===== src/message_slot_ring_byte_queue_macros.svh =====
// assertion macros for the message slot ring byte queue
`ifndef MESSAGE_SLOT_RING_BYTE_QUEUE_MACROS_SVH
`define MESSAGE_SLOT_RING_BYTE_QUEUE_MACROS_SVH

`ifndef SYNTHESIS
`define MSRBQ_ASSERT_IMPL(label, clk, rst, ante, cons, msg) \
  label: assert property (@(posedge clk) disable iff (rst) (ante) |-> (cons)) else $error(msg);
`define MSRBQ_ASSERT_NEXT(label, clk, rst, ante, cons, msg) \
  label: assert property (@(posedge clk) disable iff (rst) (ante) |=> (cons)) else $error(msg);
`else
`define MSRBQ_ASSERT_IMPL(label, clk, rst, ante, cons, msg)
`define MSRBQ_ASSERT_NEXT(label, clk, rst, ante, cons, msg)
`endif

`endif


===== src/msrbq_pkg.sv =====
package msrbq_pkg;

  localparam int MAX_SLOTS_DEFAULT         = 16;
  localparam int MAX_MESSAGE_BYTES_DEFAULT = 64;
  localparam int CAPACITY_RESET            = 16;

  localparam int COMMAND_W  = 2;
  localparam int LENGTH_W   = 7;
  localparam int SLOT_W     = 4;
  localparam int OFFSET_W   = 6;
  localparam int BYTE_W     = 8;
  localparam int STATUS_W   = 2;
  localparam int COUNT_W    = 5;
  localparam int CAPACITY_W = 5;

  typedef enum logic [COMMAND_W-1:0] {
    CMD_RESERVE = 2'd0,
    CMD_FILL    = 2'd1,
    CMD_TAKE    = 2'd2
  } command_t;

  typedef enum logic [STATUS_W-1:0] {
    STATUS_OK    = 2'd0,
    STATUS_FULL  = 2'd1,
    STATUS_EMPTY = 2'd2,
    STATUS_BAD   = 2'd3
  } status_t;

  typedef struct packed {
    logic [COMMAND_W-1:0] command;
    logic [LENGTH_W-1:0]  message_length;
    logic [SLOT_W-1:0]    target_slot;
    logic [OFFSET_W-1:0]  byte_offset;
    logic [BYTE_W-1:0]    fill_byte;
  } in_word_t;

  typedef struct packed {
    logic [STATUS_W-1:0] status;
    logic [SLOT_W-1:0]   granted_slot;
    logic [BYTE_W-1:0]   out_byte;
    logic                last_of_message;
    logic [COUNT_W-1:0]  used_slots;
    logic [COUNT_W-1:0]  free_slots;
  } out_word_t;

endpackage


===== src/msrbq_ram.sv =====
module msrbq_ram import msrbq_pkg::*; #(
  parameter int WIDTH = BYTE_W,
  parameter int DEPTH = MAX_SLOTS_DEFAULT,
  localparam int AW = (DEPTH > 1) ? $clog2(DEPTH) : 1
) (
  input  logic             clk,
  input  logic             we,
  input  logic [AW-1:0]    waddr,
  input  logic [WIDTH-1:0] wdata,
  input  logic             re,
  input  logic [AW-1:0]    raddr,
  output logic [WIDTH-1:0] rdata
);

  logic [WIDTH-1:0] mem [DEPTH];

  always_ff @(posedge clk) begin
    if (we) begin
      mem[waddr] <= wdata;
    end
  end

  // read data holds until the next read
  always_ff @(posedge clk) begin
    if (re) begin
      rdata <= mem[raddr];
    end
  end

endmodule


===== config.mk =====
export PLATFORM = sky130hd
export DESIGN_NAME = msrbq_ram
export DESIGN_NICKNAME = d
export VERILOG_FILES = /design/src/message_slot_ring_byte_queue_macros.svh /design/src/msrbq_pkg.sv /design/src/msrbq_ram.sv
export SDC_FILE = /design/constraint.sdc
export NUM_CORES = 1
export LEC_CHECK = 0
export BUFFER_PORTS_ARGS = -buffer_cell sky130_fd_sc_hd__clkbuf_2
export CORE_ASPECT_RATIO = 0.75
export CORE_MARGIN = 2
export CORE_UTILIZATION = 45
export DETAILED_ROUTE_END_ITERATION = 7
export PLACE_DENSITY = 0.68
export SLEW_MARGIN = 25
export SYNTH_ARGS = -nofsm -noshare
export SYNTH_HDL_FRONTEND = slang
export SYNTH_SLANG_ARGS = --single-unit

===== constraint.sdc =====
create_clock -name clk -period 4.21 [get_ports clk]
set_input_delay 0.842 -clock clk [delete_from_list [all_inputs] [get_ports clk]]
set_output_delay 0.842 -clock clk [all_outputs]
set_load 0.02 [all_outputs]

==> qor_table.md <==
| Result | This run | Unit |
| --- | --- | --- |
| Via count | 2399 | - |
| Worst hold path type | reg2reg | - |
| Post-CTS setup buffer count | 0 | - |
| Depth of the CTS H-tree | 4 | - |
| Switching Power | 0.6507 | mW |
| Worst slack after detailed placement | 1.342 | ns |
| Reg2reg start | mem[2][6]$_DFFE_PP_ | - |
| Post-Syn Instances | 229 | - |
| Hold Violations, Final | 0 | - |
| Number of global-route vias before repair | 2383 | - |
| Fill count | 874 | - |
| Internal portion of total power | 2.456 | mW |
| CP Launch Type | primary input | - |
| Hold Crit Start | mem[4][3]$_DFFE_PP_ | - |
| Clock latency on the worst-skew pair | 0.41 | ns |
| Number of hold buffers added after CTS | 0 | - |
| Maximum number of pins on one net before global-route repair | 33 | - |
| Global-route wire length before repair | 14.70 | mm |
| NumNets Final | 288 | - |
| Avg Inst Size Synth | 22.83 | um2 |
| Setup slack after layout | 1.823 | ns |
| Total Wirelength | 9.907 | mm |
| Critical path peak fanout | 17 | - |
| Unique cell type count in the Yosys netlist | 18 | - |
| Area added between synthesis and finish | 16.32 | % |
| Library cell contributing the largest single delay on the critical path | sky130_fd_sc_hd__mux4_1 | - |
| Maxcap violations | 0 | - |
| Die Y | 97.34 | um |
| Die area | 12500 | um2 |
| Worst Skew | 0.006208 | ns |
| Beginning of the critical path | raddr[0] | - |
| Average wire per cell in the routed design | 23.26 | um |
| Global route overflow | 0 | - |
| Number of buffers on the longest clock path | 2 | - |
| Delay of the slowest cell on the worst path | 0.57 | ns |
| Buffer cell driving the clock tree root | sky130_fd_sc_hd__clkbuf_16 | - |
| HPWL reported at the end of detailed placement | 6.256 | mm |
| Post-route insts no fill | 426 | - |
| Number of detailed-routing iterations run before antenna repair | 4 | - |
| Min Tclk post-route | 2.387 | ns |
| Share of the core filled with cells in the final layout | 53.14 | % |
| Number of placement rows | 34 | - |
| Worst hold path depth | 3 | - |
| Worst R2R Path Depth | 3 | - |
| CTS tree | yes | - |
| Die width | 128.5 | um |
| Classification of the worst setup path | in2reg | - |
| Tcrit/Tclk final | 56.71 | % |
| Placed cell count | 394 | - |
| Top-level I/O count | 27 | - |
| Gate power share | 4.5 | % |
| Timing-limited maximum frequency | 418.9 | MHz |
| Arrival time at the worst endpoint | 2.55 | ns |
| Weighted congestion at the end of routability-driven global placement | 0.7475 | - |
| Remaining max-slew budget at the tightest pin | 37.67 | % |
| Result of the run | finished, final reports clean | - |
| Kind of end point of the critical path | flip-flop | - |
| Transition time of the tightest slew-check pin | 0.9316 | ns |
| Ordered cell list for the critical path | clkbuf_2 -> buf_12 -> mux4_1 -> a22oi_1 -> nand2_1 | - |
| Share of post-route cells with drive strength above 1 | 28.72 | % |
| Sequential-to-total area share from yosys stat | 78.12 | % |
| Ys Warns | 0 | - |
| Total power density per cell area | 510.9 | nW/um2 |
| Initial antenna violation count | 0 | - |
| Starting density of the core | 45.68 | % |
| Number of buffers inserted by port buffering | 26 | - |
| Number of nets with antenna violations after detailed routing | 0 | - |
| Global-route usage over all layers | 17.38 | % |
| RSZ-0062 raised after global routing | false | - |
| Setup_tns | 0 | ns |
| Drt initial violations | 199 | - |
| Drt via density | 5.631 | - |
| Leak pwr | 2.022 | nW |
| Worst Path Required | 4.37 | ns |
| Placeable core region | 11440 | um2 |
| Post-synthesis register bit count | 136 | - |
| Clock network power share | 46.1 | % |
| Maximum ir drop on the vdd rail | 0.3221 | mV |
| Switching part of the total power | 20.95 | % |
| Total CTS buffers | 17 | - |
| Total clock sinks | 136 | - |
| Antenna Cells | 0 | - |
| DRC viols | 0 | - |
| Number of instances resized during post-cts repair | 0 | - |
| CTS clock-pin slew for the worst setup and hold paths | 0.06 | ns |
| Final-report max-slew violation count | 0 | - |
| Synthesized netlist net count | 248 | - |
| Synth Cell Area | 5228 | um2 |
| Final Setup Violations | 0 | - |
| Sequential cell fraction of total power | 49.4 | % |
## worst max-delay path: cells and delay by family
kind / cells / cell delay (ns)
multiplexers: 1 / 0.57
AND/OR/NAND/NOR: 1 / 0.08
AO/OA/AOI/OAI: 1 / 0.26
buffers and inverters: 2 / 0.77
## flip-flops by register name (all words and copies together) (netlist names)
signal  cells
mem       128
rdata       8
## power groups by stage
stage | Clock [mW] | Sequential (mW) | Combinational, mW
4_1_cts | 1.46 | 1.53 | 0.143
2_1_floorplan | 0 | 1.57 | 0.0770
3_5_place_dp | 0 | 1.56 | 0.143
5_1_grt | 1.52 | 1.54 | 0.154
3_3_place_gp | 0 | 1.56 | 0.138
6_report | 1.43 | 1.53 | 0.141
## per-layer routing
metal / track usage (%) / share of wire, % / wire (um)
met5: 0 / 0 / 0
met4: 5.156 / 0.56 / 55
met1: 25.96 / 47 / 4621
met2: 24.02 / 45 / 4506
met3: 6.498 / 7.3 / 724
## path summary, 6_finish.rpt
kind | end | slack (ns)
setup / recovery | rdata[2]$_DFFE_PP_ | 1.82
hold / removal | rdata[3]$_DFFE_PP_ | 0.75
setup reg to reg | rdata[6]$_DFFE_PP_ | 2.70
hold reg to reg | rdata[3]$_DFFE_PP_ | 0.75
## cells in the final DEF (no fill, tap or decap), types with 4 or more instances in the layout
cell	synthesis	routed
sky130_fd_sc_hd__edfxtp_1	136	136
sky130_fd_sc_hd__clkbuf_2	0	26
sky130_fd_sc_hd__mux4_2	18	18
sky130_fd_sc_hd__clkbuf_16	0	17
sky130_fd_sc_hd__a22oi_1	16	16
sky130_fd_sc_hd__mux4_1	14	14
sky130_fd_sc_hd__nor2_1	13	13
sky130_fd_sc_hd__nand2_1	9	9
sky130_fd_sc_hd__nor3_1	4	4
sky130_fd_sc_hd__buf_4	1	4
## cells in the mapped netlist
library cell                      count  area (um2)
sky130_fd_sc_hd__and2_1               1       6.260
sky130_fd_sc_hd__mux4_1              14       367.9
sky130_fd_sc_hd__buf_4                1       7.510
sky130_fd_sc_hd__nor3_1               4       20.02
sky130_fd_sc_hd__and2b_1              1       7.510
sky130_fd_sc_hd__nand2b_1             2       12.51
sky130_fd_sc_hd__nor2_1              13       48.80
sky130_fd_sc_hd__buf_2                3       15.01
sky130_fd_sc_hd__edfxtp_1           136        4084
sky130_fd_sc_hd__mux4_2              18       405.4
sky130_fd_sc_hd__nand3b_1             2       15.01
sky130_fd_sc_hd__nand3_1              1       5.000
sky130_fd_sc_hd__nand2_1              9       33.78
sky130_fd_sc_hd__or3b_2               1       8.760
sky130_fd_sc_hd__a22oi_1             16       120.1
sky130_fd_sc_hd__buf_6                3       33.78
sky130_fd_sc_hd__clkdlybuf4s25_2      3       30.03
sky130_fd_sc_hd__nor2b_1              1       6.260
## area by class of cell
type                       count  area (um2)  share of cell area [%]
sequential                   136        4084                   67.16
multi-input combinational     83        1057                   17.39
clock buffer                  18       429.2                   7.058
timing repair buffer          31       180.2                   2.963
tap                          144       180.2                   2.963
clock inverter                14       150.1                   2.469
## per-stage QoR
stage	hold WS (ns)	area (um2)	total power [mW]
detailed placement	0.7415	5502	1.705
global route	0.7831	6081	3.209
global placement	0.7333	5502	1.700
CTS	0.7577	6081	3.138
floorplan	0.7048	5228	1.645
finish	0.7549	6081	3.107
## kinds of logic (layout without fill, tap and decap cells)
| group | Yosys count | after routing | share of synthesized area (%) |
|---|---|---|---|
| flip-flops | 136 | 136 | 78.12 |
| AND/OR/NAND/NOR | 35 | 35 | 3.136 |
| multiplexers | 32 | 32 | 14.79 |
| AO/OA/AOI/OAI | 16 | 16 | 2.298 |
| buffers and inverters | 10 | 63 | 1.651 |
Note: power is estimated with default switching activity, not from simulation.
