### src/message_slot_ring_byte_queue_macros.svh
// assertion macros for the message slot ring byte queue
`ifndef MESSAGE_SLOT_RING_BYTE_QUEUE_MACROS_SVH
`define MESSAGE_SLOT_RING_BYTE_QUEUE_MACROS_SVH

`ifndef SYNTHESIS
`define MSRBQ_ASSERT_IMPL(label, clk, rst, ante, cons, msg) \
  label: assert property (@(posedge clk) disable iff (rst) (ante) |-> (cons)) else $error(msg);
`define MSRBQ_ASSERT_NEXT(label, clk, rst, ante, cons, msg) \
  label: assert property (@(posedge clk) disable iff (rst) (ante) |=> (cons)) else $error(msg);
`else
`define MSRBQ_ASSERT_IMPL(label, clk, rst, ante, cons, msg)
`define MSRBQ_ASSERT_NEXT(label, clk, rst, ante, cons, msg)
`endif

`endif

### src/msrbq_pkg.sv
package msrbq_pkg;

  localparam int MAX_SLOTS_DEFAULT         = 16;
  localparam int MAX_MESSAGE_BYTES_DEFAULT = 64;
  localparam int CAPACITY_RESET            = 16;

  localparam int COMMAND_W  = 2;
  localparam int LENGTH_W   = 7;
  localparam int SLOT_W     = 4;
  localparam int OFFSET_W   = 6;
  localparam int BYTE_W     = 8;
  localparam int STATUS_W   = 2;
  localparam int COUNT_W    = 5;
  localparam int CAPACITY_W = 5;

  typedef enum logic [COMMAND_W-1:0] {
    CMD_RESERVE = 2'd0,
    CMD_FILL    = 2'd1,
    CMD_TAKE    = 2'd2
  } command_t;

  typedef enum logic [STATUS_W-1:0] {
    STATUS_OK    = 2'd0,
    STATUS_FULL  = 2'd1,
    STATUS_EMPTY = 2'd2,
    STATUS_BAD   = 2'd3
  } status_t;

  typedef struct packed {
    logic [COMMAND_W-1:0] command;
    logic [LENGTH_W-1:0]  message_length;
    logic [SLOT_W-1:0]    target_slot;
    logic [OFFSET_W-1:0]  byte_offset;
    logic [BYTE_W-1:0]    fill_byte;
  } in_word_t;

  typedef struct packed {
    logic [STATUS_W-1:0] status;
    logic [SLOT_W-1:0]   granted_slot;
    logic [BYTE_W-1:0]   out_byte;
    logic                last_of_message;
    logic [COUNT_W-1:0]  used_slots;
    logic [COUNT_W-1:0]  free_slots;
  } out_word_t;

endpackage

### src/msrbq_ctrl.sv
`include "message_slot_ring_byte_queue_macros.svh"

module msrbq_ctrl import msrbq_pkg::*; #(
  parameter int MAX_SLOTS = MAX_SLOTS_DEFAULT,
  parameter int MAX_MESSAGE_BYTES = MAX_MESSAGE_BYTES_DEFAULT,
  localparam int SW = $clog2(MAX_SLOTS),
  localparam int CW = $clog2(MAX_SLOTS + 1),
  localparam int LW = $clog2(MAX_MESSAGE_BYTES + 1),
  localparam int DEPTH = MAX_SLOTS * MAX_MESSAGE_BYTES,
  localparam int AW = (DEPTH > 1) ? $clog2(DEPTH) : 1
) (
  input  logic                  clk,
  input  logic                  rst,
  input  logic                  in_valid,
  output logic                  in_stall,
  input  in_word_t              in_data,
  output logic                  out_valid,
  input  logic                  out_stall,
  output out_word_t             out_data,
  input  logic                  cfg_valid,
  output logic                  cfg_ready,
  input  logic [CAPACITY_W-1:0] cfg_data,
  output logic                  len_re,
  output logic [SW-1:0]         len_raddr,
  input  logic [LW-1:0]         len_rdata,
  output logic                  len_we,
  output logic [SW-1:0]         len_waddr,
  output logic [LW-1:0]         len_wdata,
  output logic                  store_re,
  output logic [AW-1:0]         store_raddr,
  input  logic [BYTE_W-1:0]     store_rdata,
  output logic                  store_we,
  output logic [AW-1:0]         store_waddr,
  output logic [BYTE_W-1:0]     store_wdata
);

  localparam int SXW = (CW > SLOT_W) ? CW : SLOT_W;
  localparam int OXW = (LW > OFFSET_W) ? LW : OFFSET_W;
  localparam int LXW = (LW > LENGTH_W) ? LW : LENGTH_W;
  localparam int KXW = (CW > CAPACITY_W) ? CW : CAPACITY_W;
  localparam int RESET_CAP = (CAPACITY_RESET > MAX_SLOTS) ? MAX_SLOTS : CAPACITY_RESET;

  typedef enum logic {IDLE, EXEC} state_t;

  state_t              state;
  in_word_t            item;
  logic [SW-1:0]       head, tail;
  logic [LW-1:0]       taken;
  logic                ring_full;
  logic [MAX_SLOTS-1:0] reserved;
  logic [CW-1:0]       cap;

  logic [SW-1:0]       head_next, tail_next, head_inc, tail_inc, fill_slot;
  logic [LW-1:0]       taken_next, taken_inc;
  logic                ring_full_next;
  logic                res_set, res_clr, len_wr, store_wr;
  logic                accept, done;
  logic                len_bad, fill_ok, take_ok;
  logic [CW-1:0]       used_next, cap_next;
  logic [KXW-1:0]      cfg_ext;
  out_word_t           out_next;

  assign in_stall  = (state != IDLE);
  assign cfg_ready = 1'b1;
  assign accept    = in_valid && !in_stall;
  assign done      = (state == EXEC) && (!out_valid || !out_stall);

  // reads go out in the accept cycle, data is back for the execute cycle
  assign len_re      = accept;
  assign len_raddr   = (in_data.command == CMD_FILL) ? SW'(in_data.target_slot) : tail;
  assign store_re    = accept;
  assign store_raddr = AW'(tail) * AW'(MAX_MESSAGE_BYTES) + AW'(taken);

  assign fill_slot   = SW'(item.target_slot);
  assign len_we      = done && len_wr;
  assign len_waddr   = head;
  assign len_wdata   = LW'(item.message_length);
  assign store_we    = done && store_wr;
  assign store_waddr = AW'(fill_slot) * AW'(MAX_MESSAGE_BYTES) + AW'(item.byte_offset);
  assign store_wdata = item.fill_byte;

  assign head_inc  = ((CW'(head) + CW'(1)) == cap) ? '0 : head + SW'(1);
  assign tail_inc  = ((CW'(tail) + CW'(1)) == cap) ? '0 : tail + SW'(1);
  assign taken_inc = taken + LW'(1);

  assign len_bad = (item.message_length == '0) ||
                   (LXW'(item.message_length) > LXW'(MAX_MESSAGE_BYTES));
  assign fill_ok = (SXW'(item.target_slot) < SXW'(cap)) && reserved[fill_slot] &&
                   (OXW'(item.byte_offset) < OXW'(len_rdata));
  assign take_ok = (CW'(tail) < cap) && reserved[tail] && (taken < len_rdata);

  // clamp the written capacity into one to the slot count
  assign cfg_ext  = KXW'(cfg_data);
  assign cap_next = (cfg_ext == '0) ? CW'(1) :
                    (cfg_ext > KXW'(MAX_SLOTS)) ? CW'(MAX_SLOTS) : CW'(cfg_ext);

  always_comb begin
    head_next      = head;
    tail_next      = tail;
    taken_next     = taken;
    ring_full_next = ring_full;
    res_set        = 1'b0;
    res_clr        = 1'b0;
    len_wr         = 1'b0;
    store_wr       = 1'b0;
    out_next       = '0;
    out_next.status = STATUS_BAD;
    case (item.command)
      CMD_RESERVE: begin
        if (len_bad) begin
          out_next.status = STATUS_BAD;
        end else if (ring_full || (CW'(head) >= cap)) begin
          out_next.status = STATUS_FULL;
        end else begin
          res_set = 1'b1;
          len_wr  = 1'b1;
          out_next.granted_slot = SLOT_W'(head);
          if (head == tail) begin
            taken_next = '0;
          end
          head_next      = head_inc;
          ring_full_next = (head_inc == tail);
          out_next.status = STATUS_OK;
        end
      end
      CMD_FILL: begin
        if (fill_ok) begin
          store_wr = 1'b1;
          out_next.status = STATUS_OK;
        end
      end
      CMD_TAKE: begin
        if (!take_ok) begin
          out_next.status = STATUS_EMPTY;
        end else begin
          out_next.out_byte = store_rdata;
          taken_next = taken_inc;
          if (taken_inc >= len_rdata) begin
            res_clr        = 1'b1;
            taken_next     = '0;
            tail_next      = tail_inc;
            ring_full_next = 1'b0;
            out_next.last_of_message = 1'b1;
          end
          out_next.status = STATUS_OK;
        end
      end
      default: ;
    endcase

    if (ring_full_next) begin
      used_next = cap;
    end else if (head_next >= tail_next) begin
      used_next = CW'(head_next) - CW'(tail_next);
    end else begin
      used_next = cap + CW'(head_next) - CW'(tail_next);
    end
    out_next.used_slots = COUNT_W'(used_next);
    out_next.free_slots = COUNT_W'(cap - used_next);
  end

  always_ff @(posedge clk) begin
    if (rst) begin
      state     <= IDLE;
      out_valid <= 1'b0;
      head      <= '0;
      tail      <= '0;
      taken     <= '0;
      ring_full <= 1'b0;
      reserved  <= '0;
      cap       <= CW'(RESET_CAP);
    end else begin
      if (done) begin
        out_valid <= 1'b1;
      end else if (out_valid && !out_stall) begin
        out_valid <= 1'b0;
      end
      if (cfg_valid && cfg_ready) begin
        cap       <= cap_next;
        head      <= '0;
        tail      <= '0;
        taken     <= '0;
        ring_full <= 1'b0;
        reserved  <= '0;
      end else if (done) begin
        head      <= head_next;
        tail      <= tail_next;
        taken     <= taken_next;
        ring_full <= ring_full_next;
        if (res_set) begin
          reserved[head] <= 1'b1;
        end
        if (res_clr) begin
          reserved[tail] <= 1'b0;
        end
      end
      case (state)
        IDLE: begin
          if (accept) begin
            item  <= in_data;
            state <= EXEC;
          end
        end
        EXEC: begin
          if (done) begin
            out_data  <= out_next;
            state     <= IDLE;
          end
        end
        default: state <= IDLE;
      endcase
    end
  end

  `MSRBQ_ASSERT_NEXT(a_busy_after_accept, clk, rst, accept, in_stall, "accepted word did not start execute")
  `MSRBQ_ASSERT_IMPL(a_full_pointers_meet, clk, rst, ring_full, head == tail, "ring full with head away from tail")
  `MSRBQ_ASSERT_IMPL(a_pointers_in_ring, clk, rst, 1'b1, (CW'(head) < cap) && (CW'(tail) < cap), "pointer beyond capacity")

endmodule

### config.mk
export PLATFORM = sky130hd
export DESIGN_NAME = msrbq_ctrl
export DESIGN_NICKNAME = d
export VERILOG_FILES = /design/src/msrbq_pkg.sv /design/src/msrbq_ctrl.sv
export VERILOG_INCLUDE_DIRS = /design/src /design/src/src
export SDC_FILE = /design/constraint.sdc
export NUM_CORES = 1
export LEC_CHECK = 0
export BUFFER_PORTS_ARGS = -buffer_cell sky130_fd_sc_hd__buf_2
export CELL_PAD_IN_SITES_DETAIL_PLACEMENT = 0
export CELL_PAD_IN_SITES_GLOBAL_PLACEMENT = 1
export CORE_MARGIN = 5
export CORE_UTILIZATION = 30
export CTS_CLUSTER_DIAMETER = 50
export DETAILED_ROUTE_END_ITERATION = 12
export PLACE_DENSITY = 0.66
export SYNTH_ARGS = -nofsm -noshare
export SYNTH_HDL_FRONTEND = slang
export SYNTH_SLANG_ARGS = --single-unit
### constraint.sdc
create_clock -name clk -period 7.5 [get_ports clk]
set_input_delay 0.75 -clock clk [delete_from_list [all_inputs] [get_ports clk]]
set_output_delay 0.75 -clock clk [all_outputs]
set_load 0.03 [all_outputs]
==> run_results.csv <==
group,metric,value,unit
run_status,status,"finished clean",
clock_network,cts_tree,"done",
synthesis,synth_edf_count,52,
worst_setup_path,crit_type,"register to register",
worst_setup_path,crit_path_top_delay_cell,"a2111oi_1",
timing,tightest_slew,851,ps
clock_network,post_cts_resized,0,
clock_network,clkTransAtPathRegs,70,ps
pwr,p_int,0.866,mW
synthesis,synth_top_flop_cell,"edfxtp_1",
job,maxCapViolations,0,
finish,fin_nets,833,
placed_design,portBuffers,125,
timing,maxSlewViolCount,0,
worst_setup_path,cp.required,7580,ps
clock_network,cts_htree_levels,3,
placed_design,dp_hpwl,13600,µm
clock_network,post_cts_buffers,0,
detailed_routing,final_antenna_net_count,0,
synthesis,ys_seq_area_share,37.8,%
clock_network,clock_latency,360,ps
finish,final_common_cell,"buf_2",
synthesis,syn-instance-count,641,
synthesis,syn_area_per_cell,9.67,µm²
pwr,powerDensity,167,nW/µm²
synthesis,synth_nets,752,
pwr,power_frac_comb,13.6,%
worst_setup_path,critPathCaptureType,"register",
clock_network,cts_hold_buf,0,
synthesis,yosysWarnings,0,
detailed_routing,vias_per_cell,5.10,
worst_setup_path,worstSetupStartpointType,"register",
detailed_routing,drt-initial-drc-count,366,
worst_setup_path,max_stage_delay,630,ps
pwr,clockPowerShare,39.7,%
detailed_routing,drc_errors,0,
pwr,p_leak,2.93,nW
placed_design,dp.cells,981,
die,die-width,154,µm
detailed_routing,first_pass_iters,5,
pwr,peakVddDrop,0.0000895,V
die,die-height,154,µm
die,coreArea,20300,µm²
synthesis,syn-cell-area,6200,µm²
pwr,pwr-share-seq,46.8,%
timing,rsz0062_at_grt,"false",
detailed_routing,routedWlPerCell,17.7,µm
timing,finalHoldViolCount,0,
global_route,grt_pass1_vias,5020,
worst_setup_path,critical_path.max_fanout,9,
die,io_pins,127,
die,num_rows,52,
global_route,grt_pass1_wl,28000,µm
worst_setup_path,cp.arrival,6650,ps
global_route,grt_max_degree,33,
clock_network,clock_path_buffers,2,
timing,fin_crit_sh,87.6,%
synthesis,async_flop_share,0,%
timing,fin_setup_tns,0,ps
hold_path,hp-class,"register to register",
detailed_routing,vias,5082,
timing,min_period,6570,ps
global_route,grt_overflow,0,
placed_design,post-place-ws,1070,ps
timing,skew,8.63,ps
timing,setup_ws,930,ps
timing,fin_hold_ws,521,ps
placed_design,gp_congestion,0.864,
timing,setup_viol,0,
pwr,p_sw_share,27.4,%
finish,drive_above_1_share,23.1,%
pwr,finalPower,1.19,mW
synthesis,synth.lib_cells_used.distinct,70,
clock_network,clock_sinks,91,
global_route,grt_usage,15.0,%
die,start_util,30.5,%
die,dieArea,23600,µm²
finish,antenna_cells,0,
finish,area_growth,15.4,%
clock_network,cts-root-buf,"clkbuf_16",
finish,stdcell_count,997,
pwr,switchingPower,0.328,mW
clock_network,numCtsBuffers,9,
detailed_routing,drt-total-wl,17700,µm
timing,fmax,152,MHz
timing,slew_headroom,42.8,%
finish,fillers,2131,
finish,final_cell_mix,"buf_2, ha_1, nor2_1, edfxtp_1, nand2_1",
global_route,grt_antenna_before_repair,0,
synthesis,yosys_register_bits,91,
-- cells in the mapped netlist (3+ instances only) --
cell type	n	share of area, %
ha_1	55	11
nor2_1	55	3.3
edfxtp_1	52	25
nand2_1	43	2.6
dfxtp_1	39	13
buf_4	35	4.2
a21oi_1	31	2.5
inv_1	31	1.9
a31oi_1	20	2.0
o21ai_0	20	1.6
xnor2_1	20	2.8
and2_1	19	1.9
clkbuf_1	18	1.1
nor3_1	16	1.3
nor2b_1	15	1.5
mux2i_1	14	2.3
a21o_1	12	1.5
nand3_1	12	0.97
xor2_1	9	1.3
a311oi_1	8	1.1
buf_2	7	0.57
or3_1	7	0.71
nor4_1	6	0.61
mux4_2	5	1.8
nand2b_1	5	0.50
o21ai_1	5	0.40
a22oi_1	4	0.48
a32oi_1	4	0.57
fa_1	4	1.3
nand3b_1	4	0.48
o211ai_1	4	0.48
a2111o_1	3	0.54
a2111oi_0	3	0.42
a211oi_1	3	0.36
and3_1	3	0.30
nand4_1	3	0.30
o21a_1	3	0.36
o31a_1	3	0.42
or4_1	3	0.36
-- layer usage --
metal	vias to the layer above	share of wire [%]	track usage, %
met2	170	47	24.7
met3	22	5.8	3.32
met1	2427	46	20.0
met4	0	1.6	3.53
met5	-	0	0
li1	2463	-	-
-- power groups by stage --
stage          registers, mW  clock network (mW)  logic (mW)
2_1_floorplan          0.578                   0       0.105
3_3_place_gp           0.570                   0       0.162
3_5_place_dp           0.570                   0       0.163
4_1_cts                0.558               0.490       0.164
5_1_grt                0.560               0.510       0.179
6_report               0.558               0.473       0.162
-- final cells by class --
class	instances	area, µm²	share of cell area [%]
Inverter	33	124	1.73
Sequential cell	91	2340	32.8
Clock inverter	7	75.1	1.05
Tap cell	270	338	4.72
Clock buffer	9	225	3.15
Timing Repair Buffer	132	678	9.48
Multi-Input combinational cell	455	3370	47.1
-- path summary, 6_finish.rpt --
| check | slack (ps) | cells after the start | end | startpoint |
|---|---|---|---|---|
| max reg2reg | 930 | 26 | out_data[4] | len_waddr[0] |
| min | 520 | 2 | out_valid | out_valid |
| max | 930 | 26 | out_data[4] | len_waddr[0] |
| min reg2reg | 520 | 2 | out_valid | out_valid |
-- cells by family after synthesis --
family          synth area share (%)
simple gates                    16.2
compound gates                  16.1
buf+inv                         8.01
flops                           37.8
fa+ha+maj                       12.4
xor+xnor                        4.10
mux                             5.31
other cells                   0.0605
-- through the flow --
stage,util [%],cell area [µm²]
final,35.2,7150
after global routing,35.2,7150
after CTS,35.2,7150
after detailed placement,33.8,6850
after global placement,33.8,6850
after floorplan,-,6200
-- worst max-delay path, delay by kind of cell (launching register included) --
family                     cells  cell delay [ps]
AOI/OAI and AO/OA             10             2730
and+or+nand+nor                7             1280
adders and majority gates      4             1060
DFF                            1              540
buffers and inverters          3              450
muxes                          2              250
-- state kept, by name, indices dropped and copies added, names as in the netlist --
register and flops:
fill_slot 4, taken 7, out_data 25, cap 5, out_valid 1, tail 4
in_stall 1, store_wdata 8, reserved 16, len_wdata 7, ring_full 1, len_waddr 4
item 8
(Power assumes the default switching activity.)
